**config.mk**
```make
export PLATFORM = sky130hd
export DESIGN_NAME = lzss_ctrl
export DESIGN_NICKNAME = d
export VERILOG_FILES = /design/src/rtl/core/lzss_pkg.sv /design/src/rtl/core/lzss_ctrl.sv
export SDC_FILE = /design/constraint.sdc
export NUM_CORES = 1
export LEC_CHECK = 0
export BUFFER_PORTS_ARGS = -buffer_cell sky130_fd_sc_hd__buf_4
export CORE_MARGIN = 1
export CORE_UTILIZATION = 25
export DETAILED_ROUTE_END_ITERATION = 10
export GPL_TIMING_DRIVEN = 0
export PLACE_DENSITY_LB_ADDON = 0.08
export SYNTH_ARGS = -nofsm -noshare
export SYNTH_HDL_FRONTEND = slang
export SYNTH_SLANG_ARGS = --single-unit
export TNS_END_PERCENT = 50
```
**constraint.sdc**
```tcl
create_clock -name clk -period 5.1 [get_ports clk]
set_input_delay 0.51 -clock clk [delete_from_list [all_inputs] [get_ports clk]]
set_output_delay 0.51 -clock clk [all_outputs]
set_load 0.01 [all_outputs]
```
**src/rtl/core/lzss_pkg.sv**
```systemverilog
// package of the lzss stream decoder: constants, state encodings, command and status structs
// no dependencies; imported by the controller, the datapath and the top level
package lzss_pkg;

	localparam int unsigned WIN_SIZE  = 4096;
	localparam int unsigned WIN_AW    = $clog2(WIN_SIZE);
	localparam int unsigned MAX_MATCH = 18;
	localparam int unsigned MIN_MATCH = MAX_MATCH - 15;
	localparam int unsigned LEN_W     = $clog2(MAX_MATCH + 1);

	localparam logic [31:0]       LZSS_MAGIC = 32'h4C5A_5353;
	localparam logic [WIN_AW-1:0] WP_INIT    = WIN_AW'(WIN_SIZE - MAX_MATCH);
	localparam logic [3:0]        HDR_MAGIC_END = 4'd3;
	localparam logic [3:0]        HDR_LEN_END   = 4'd7;
	localparam logic [3:0]        HDR_LAST      = 4'd15;
	localparam logic [3:0]        FLAG_UNITS    = 4'd8;

	// sequencer states
	typedef enum logic [5:0] {
		ST_IDLE   = 6'b000001,
		ST_DECODE = 6'b000010,
		ST_LIT    = 6'b000100,
		ST_ERR    = 6'b001000,
		ST_RD     = 6'b010000,
		ST_WR     = 6'b100000
	} ctl_state_t;

	// stream phase
	typedef enum logic [4:0] {
		PH_HEADER   = 5'b00001,
		PH_BODY     = 5'b00010,
		PH_MATCH_HI = 5'b00100,
		PH_DONE     = 5'b01000,
		PH_BAD      = 5'b10000
	} phase_t;

	typedef struct packed {
		logic load_in;
		logic hdr_step;
		logic flag_load;
		logic low_load;
		logic copy_start;
		logic rd_issue;
		logic emit_lit;
		logic emit_copy;
		logic emit_err;
		logic unit_done;
	} dp_cmd_t;

	typedef struct packed {
		logic hdr_last;
		logic magic_bad;
		logic len_zero;
		logic flag_empty;
		logic flag_lit;
		logic copy_last;
		logic byte_done;
		logic out_free;
	} dp_sts_t;

endpackage

```
**src/rtl/core/lzss_ctrl.sv**
```systemverilog
// controller of the lzss stream decoder: sequencer and stream phase
// depends on lzss_pkg; drives the datapath by dp_cmd_t, reads dp_sts_t
module lzss_ctrl
	import lzss_pkg::*;
(
	input  logic    clk,
	input  logic    arst_n,
	input  logic    in_valid,
	output logic    in_ready,
	input  dp_sts_t sts,
	output dp_cmd_t cmd
);

	ctl_state_t state_q, state_d;
	phase_t     phase_q, phase_d;

	assign in_ready = (state_q == ST_IDLE);

	always_comb begin
		state_d = state_q;
		phase_d = phase_q;
		cmd     = '0;
		case (state_q)
			ST_IDLE: begin
				if (in_valid) begin
					cmd.load_in = 1'b1;
					state_d     = ST_DECODE;
				end
			end
			ST_DECODE: begin
				state_d = ST_IDLE;
				case (phase_q)
					PH_HEADER: begin
						cmd.hdr_step = 1'b1;
						if (sts.magic_bad) begin
							phase_d = PH_BAD;
							state_d = ST_ERR;
						end else if (sts.hdr_last) begin
							phase_d = sts.len_zero ? PH_DONE : PH_BODY;
						end
					end
					PH_BODY: begin
						if (sts.flag_empty) begin
							cmd.flag_load = 1'b1;
						end else if (sts.flag_lit) begin
							state_d = ST_LIT;
						end else begin
							cmd.low_load = 1'b1;
							phase_d      = PH_MATCH_HI;
						end
					end
					PH_MATCH_HI: begin
						cmd.copy_start = 1'b1;
						phase_d        = PH_BODY;
						state_d        = ST_RD;
					end
					default: begin
						// finished or abandoned stream: byte dropped
					end
				endcase
			end
			ST_LIT: begin
				if (sts.out_free) begin
					cmd.emit_lit  = 1'b1;
					cmd.unit_done = 1'b1;
					if (sts.byte_done)
						phase_d = PH_DONE;
					state_d = ST_IDLE;
				end
			end
			ST_ERR: begin
				if (sts.out_free) begin
					cmd.emit_err = 1'b1;
					state_d      = ST_IDLE;
				end
			end
			ST_RD: begin
				cmd.rd_issue = 1'b1;
				state_d      = ST_WR;
			end
			ST_WR: begin
				if (sts.out_free) begin
					cmd.emit_copy = 1'b1;
					if (sts.byte_done) begin
						cmd.unit_done = 1'b1;
						phase_d       = PH_DONE;
						state_d       = ST_IDLE;
					end else if (sts.copy_last) begin
						cmd.unit_done = 1'b1;
						state_d       = ST_IDLE;
					end else begin
						state_d = ST_RD;
					end
				end
			end
			default: begin
				state_d = ST_IDLE;
			end
		endcase
	end

	always_ff @(posedge clk or negedge arst_n) begin
		if (!arst_n) begin
			state_q <= ST_IDLE;
			phase_q <= PH_HEADER;
		end else begin
			state_q <= state_d;
			phase_q <= phase_d;
		end
	end

endmodule

```
==> flow_summary_export.csv, run 1 <==
group,metric,value,unit
grt,overflow,0,
clock_network,post_cts_buffers,0,
place,dp_hpwl,1677,um
place,portBuffers,21,
power_and_ir_drop,internal-power,243.4,uW
floorplanning,io_pins,22,
synthesis,yosys_warnings,0,
sta,period_minus_slack,2498,ps
floorplanning,dieWidth,60.60,um
clock_network,cts-resized-gates,0,
floorplanning,die_y,60.60,um
synthesis,synth_edf_count,0,
drt,num_vias,814,
floorplanning,floorplan.initialDensity,27.22,%
sta,worstMarginPinSlew,542.9,ps
floorplanning,core,0.003153,mm2
synthesis,synth_ff_type,"dfrtp_1",
setup_path,worst_path_largest_cell_delay,470,ps
grt,grt_pass1_wl,3594,um
drt,drtIter0Drc,18,
clock_network,cts_buffer_depth,2,
synthesis,async_flop_share,100.0,%
synthesis,synth_seq_cells,11,
sta,finClkSkew,2.041,ps
grt,grtUsageTotal,13.64,%
finish,final_layout_size_suffix_gt1_share,32.28,%
drt,wl,2142,um
setup_path,critPathRequiredTime,4590,ps
clock_network,cts_tree,"yes",
status,status,"complete, no violations",
finish,nets,139,
grt,grt_max_degree,12,
setup_path,cp_cell_sequence,"buf_6, nor4_4, nand3_2, or4_1, nor2_1, buf_4",
synthesis,synth_top_cell_by_area,"dfrtp_1",
sta,final_hold_viol_count,0,
synthesis,ys_seq_area_share,32.36,%
drt,firstDrtPassIters,4,
clock_network,insertion_delay,270,ps
synthesis,syn_nets,113,
power_and_ir_drop,power.total,423.3,uW
drt,ant_nets,0,
sta,finalSetupViolCount,0,
floorplanning,die-area,0.003672,mm2
setup_path,cp_max_fo,9,
setup_path,critPathCaptureType,"output pin",
sta,rsz0062_at_grt,"false",
synthesis,ys_top_cells_by_area,"dfrtp_1, dfstp_2, nor2_1, nor3b_1, nand2_1",
power_and_ir_drop,pwr-share-seq,33.7,%
sta,slew_headroom,63.53,%
clock_network,numCtsBuffers,3,
grt,antenna_found_initial,0,
power_and_ir_drop,power_frac_clock,13.9,%
clock_network,root_buffer,"clkbuf_4",
drt,drc,0,
clock_network,clk_pin_slew,70,ps
synthesis,avgSynthCellArea,8.415,um2
setup_path,critical_path_buf_inv_count,2,
sta,fin_crit_sh,48.98,%
finish,diodes,0,
power_and_ir_drop,switchingPower,179.9,uW
drt,vias_per_cell,4.760,
min_path,min_path_type,"in -> async",
synthesis,syn_inst,102,
power_and_ir_drop,switching_share,42.51,%
power_and_ir_drop,p_per_area,385.3,mW/mm2
synthesis,synth_cell_types,40,
power_and_ir_drop,ir_worst_vdd,0.1805,mV
drt,routedWlPerCell,12.53,um
clock_network,h-tree-depth,1,
synthesis,synth_area,858.3,um2
finish,syn_to_final_growth,27.99,%
clock_network,hold_buffers,0,
setup_path,cp-start-kind,"flop",
setup_path,crit_arrival,1990,ps
power_and_ir_drop,pwr-share-comb,52.4,%
sta,fmax,400.3,MHz
sta,final_max_slew_viol_count,0,
grt,grt_pass1_vias,745,
power_and_ir_drop,p_leak,0.0005071,uW
place,place.gp.congestion,0.7845,
sta,tns,0,ps
clock_network,clkSinkCount,11,
setup_path,critPathKind,"reg -> out",
floorplanning,rows,20,
synthesis,synth.top_cell.area_share,26.24,%
setup_path,path_delay_family,"simple AND/OR/NAND/NOR gates",
setup_path,cpMaxStageDelayCell,"or4_1",
job,drv_cap,0,
[synth_stat cells, types with 2 or more instances]
cell / count
inv_1: 8
dfrtp_1: 9
o21bai_1: 2
nor3b_1: 6
a21oi_1: 6
xor2_1: 2
nor4_1: 3
nor3_1: 3
nand2_1: 10
and2_1: 2
or3_1: 2
a31oi_1: 2
or2_2: 2
o21ai_0: 3
buf_2: 3
nand2b_1: 2
a311oi_1: 2
dfstp_2: 2
nor2_1: 12
[flip-flops by register name (all words and copies together), names as in the netlist]
register and count:
state_q 6, phase_q 5
[power groups by stage]
stage                     Sequential, uW  Clock [uW]  Combinational (uW)
after floorplan                      138           0                 169
after global placement               144           0                 222
after detailed placement             145           0                 222
after CTS                            143        63.1                 224
after global routing                 148        69.0                 251
final                                143        58.7                 222
[layout by cell type (no fill, tap or decap), types with 3 or more instances in the layout]
cell	count
inv_1	8
nand2_1	10
buf_2	3
nor2_1	12
a21oi_1	6
nor3_1	3
o21ai_0	3
clkbuf_4	3
buf_4	22
dfrtp_1	9
nor3b_1	6
nor4_1	3
[routing by layer]
metal	wire length, um	global-route usage, %
met5	0	0
met4	15	3.896
met3	148	4.478
met2	955	20.25
met1	1022	18.90
[final cells by class]
cell class,count,area (um2)
Buffer,5,33.78
Inverter,8,30.03
Sequential cell,11,277.8
Tap cell,44,55.05
Clock buffer,3,22.52
Multi-Input combinational cell,78,516.7
Fill cell,355,2054
Timing Repair Buffer,21,157.7
Clock inverter,1,5.005
[per-stage QoR]
step | worst slack (ps) | hold WS (ps) | utilization, % | instances | instance area (um2)
global route | 2465 | 48.34 | 34.84 | 171 | 1099
detailed placement | 2889 | 362.0 | 33.97 | 167 | 1071
global placement | 2905 | 363.6 | 33.97 | 167 | 1071
floorplan | 3043 | 214.4 | - | 102 | 858.3
CTS | 2574 | 62.27 | 34.84 | 171 | 1099
finish | 2602 | 68.64 | 34.84 | 171 | 1099
[path summary, 6_finish.rpt]
check | slack, ps | end | cells past startpoint | from
min in group clk | 460 | state_q[1] | 2 | in_valid
worst min register to register | 490 | phase_q[0] | 2 | phase_q[0]
worst max register to register | 3010 | phase_q[4] | 5 | state_q[2]
worst max-delay path | 2600 | cmd[6] | 6 | state_q[2]
max in group asynchronous | 4800 | phase_q[0] | 1 | arst_n
worst min-delay path | 70 | state_q[1] | 1 | arst_n
[cell families after synthesis]
group                     share of synthesized area (%)
buffers and inverters                             7.434
AOI/OAI and AO/OA                                 19.39
xor gates and xnor gates                          3.062
DFF                                               32.36
and+or+nand+nor                                   36.01
muxes                                             1.749
Power figures use the tool's default switching activity.
==> inputs of run 2 (changes only) <==
Settings changed: ABC_AREA set to 1.
Clock period 5.1 ns to 2 ns, I/O delays scaled along.
==> run 2 against run 1 <==
  * Sequential power grew to 2.6 times the previous value
  * Register-to-register slack lost 2400 ps
  * Clock skew grew 0.54 ps
  * Clock power grew to 3.8 times the previous value
  * Non-clock buffer count shrank 4
  * Critical path depth shrank 2
  * Sequential cell count is the same
  * First-iteration DRC count grew 61%
  * Clock-buffer cell count grew 1
  * Synthesized area grew 7.3%
  * Largest power group unchanged
==> flow_summary_export.csv, run 2 <==
group,metric,value,unit
grt,overflow,0,
finish,mostFrequentLayoutCells,"nand2_1, nor2_1, buf_4, inv_1, dfrtp_1",
sta,slew_headroom,81.49,%
drt,vias_per_cell,4.286,
setup_path,cp_max_fo,6,
floorplanning,floorplan.initialDensity,26.75,%
setup_path,cp-endpoint,"cmd[8]",
clock_network,clk_pin_slew,50,ps
clock_network,post_cts_buffers,0,
finish,final_layout_size_suffix_gt1_share,32.50,%
setup_path,r2r-end,"phase_q[1]",
drt,ant_nets,0,
grt,antenna_found_initial,0,
job,drv_cap,0,
synthesis,syn_nets,145,
synthesis,synth.top_cell.area_share,24.46,%
sta,rsz0062_at_grt,"false",
clock_network,clkSinkCount,11,
setup_path,cpMaxStageDelayCell,"dfrtp_1",
setup_path,regToRegSetupSlack,590,ps
synthesis,yosysMostFrequentCell,"nand2_1",
setup_path,worst_path_largest_cell_delay,420,ps
clock_network,cts-resized-gates,0,
floorplanning,core,0.003442,mm2
grt,grt_max_degree,12,
synthesis,ys_top_cells_by_area,"dfrtp_1, nand2_1, nor2_1, inv_1, nor2_4",
sta,fmax,572.3,MHz
power_and_ir_drop,p_per_area,959.3,mW/mm2
finish,utilization,34.61,%
finish,nets,172,
setup_path,critical_path_buf_inv_count,1,
setup_path,critPathRequiredTime,1800,ps
sta,fin_crit_sh,87.37,%
sta,finClkSkew,2.583,ps
floorplanning,die-area,0.003930,mm2
status,status,"complete, no violations",
setup_path,critPathCaptureType,"output pin",
synthesis,synth_cell_types,21,
setup_path,cp-start-kind,"flop",
place,dp_hpwl,1817,um
sta,worstMarginPinSlew,275.5,ps
setup_path,rr_startpoint,"state_q[4]",
grt,grtUsageTotal,11.96,%
clock_network,hold_buffers,1,
synthesis,async_flop_share,100.0,%
finish,reg.largest.list,"state_q: 6 flops, phase_q: 5 flops",
clock_network,h-tree-depth,1,
setup_path,cp_cell_sequence,"nor2_4, nand3_2, nor3_1, buf_4",
synthesis,synth_seq_cells,11,
synthesis,syn_inst,134,
sta,period_minus_slack,1747,ps
place,place.gp.congestion,0.7717,
synthesis,synth_edf_count,0,
drt,routedWlPerCell,10.43,um
sta,tns,0,ps
power_and_ir_drop,p_leak,0.0006387,uW
floorplanning,rows,21,
floorplanning,dieWidth,62.69,um
floorplanning,io_pins,22,
grt,grt_pass1_vias,815,
floorplanning,die_y,62.69,um
clock_network,insertion_delay,230,ps
synthesis,synth_ff_type,"dfrtp_1",
sta,final_hold_viol_count,0,
synthesis,yosys_warnings,0,
finish,diodes,0,
synthesis,avgSynthCellArea,6.872,um2
power_and_ir_drop,ir_worst_vdd,0.2394,mV
setup_path,reg2reg_depth,6,
place,portBuffers,21,
synthesis,synth_area,920.9,um2
setup_path,path_delay_family,"simple AND/OR/NAND/NOR gates",
synthesis,synth_top_cell_by_area,"dfrtp_1",
sta,final_max_slew_viol_count,0,
synthesis,ys_seq_area_share,30.16,%
setup_path,path_depth,4,
setup_path,crit_start,"state_q[4]",
finish,syn_to_final_growth,29.35,%
clock_network,cts_tree,"yes",
clock_network,root_buffer,"clkbuf_8",
drt,drtIter0Drc,29,
drt,firstDrtPassIters,4,
clock_network,numCtsBuffers,3,
drt,wl,2148,um
min_path,min_path_type,"in -> reg",
finish,max_flop_register,"state_q",
grt,grt_pass1_wl,3643,um
setup_path,crit_arrival,1550,ps
finish,largest_register_ffs,6,
drt,num_vias,883,
synthesis,synth_common_cells,"nand2_1, nor2_1, inv_1",
sta,finalSetupViolCount,0,
drt,drc,0,
clock_network,cts_buffer_depth,2,
setup_path,critPathKind,"reg -> out",
finish,final_common_cell,"nand2_1",
==> run 2: worst register-to-register path, delay by kind of cell (launching register included) <==
| kind | cells | cell delay, ps |
|---|---|---|
| AND/OR/NAND/NOR | 6 | 890 |
| flip-flops | 1 | 420 |
==> run 2: worst min path at each step <==
stage | start | end | slack [ps] | cells past startpoint
6_report | sts[0] | state_q[5] | 180 | 2
5_1_grt | sts[0] | state_q[5] | 210 | 2
4_1_cts | sts[0] | state_q[5] | 180 | 2
3_5_place_dp | arst_n | state_q[3] | 50 | 1
3_3_place_gp | arst_n | state_q[1] | 50 | 1
2_1_floorplan | arst_n | phase_q[1] | -100 | 0
==> run 2: power breakdown <==
group | switching, uW | internal, uW
Sequential | 76.1 | 297
Clock | 83.9 | 140
Combinational | 345 | 201
Total | 505 | 637
==> run 2: metrics by stage <==
| stage | hold WS, ps | setup WS, ps | power (uW) | instances | area, um2 |
|---|---|---|---|---|---|
| final | 179.4 | 252.5 | 1143 | 206 | 1191 |
| after detailed placement | 49.01 | 522.6 | 921.1 | 201 | 1136 |
| after CTS | 180.3 | 261.5 | 1151 | 206 | 1191 |
| after floorplan | -95.59 | 674.5 | 775.9 | 134 | 920.9 |
| after global routing | 206.0 | 153.0 | 1243 | 206 | 1191 |
| after global placement | 50.67 | 511.7 | 922.6 | 201 | 1136 |
==> run 2: logic make-up after synthesis <==
family,count (synthesis),synth area share [%]
AND/OR/NAND/NOR,90,54.76
AO/OA/AOI/OAI,10,5.706
buffers and inverters,23,9.375
flip-flops,11,30.16
==> run 2: per-layer routing <==
layer / track usage, % / share of wire (%) / up-vias
li1: - / - / 477
met2: 16.85 / 40 / 19
met1: 17.69 / 54 / 385
met3: 2.920 / 4.7 / 2
met4: 3.488 / 0.84 / 0
met5: 0 / 0 / -
==> run 2: layout make-up <==
class,count,area (um2)
clock buffer,4,45.04
fill,372,2251
inverter,23,86.33
multi-input combinational,100,556.8
sequential,11,277.8
tap,46,57.56
timing repair buffer,22,167.7
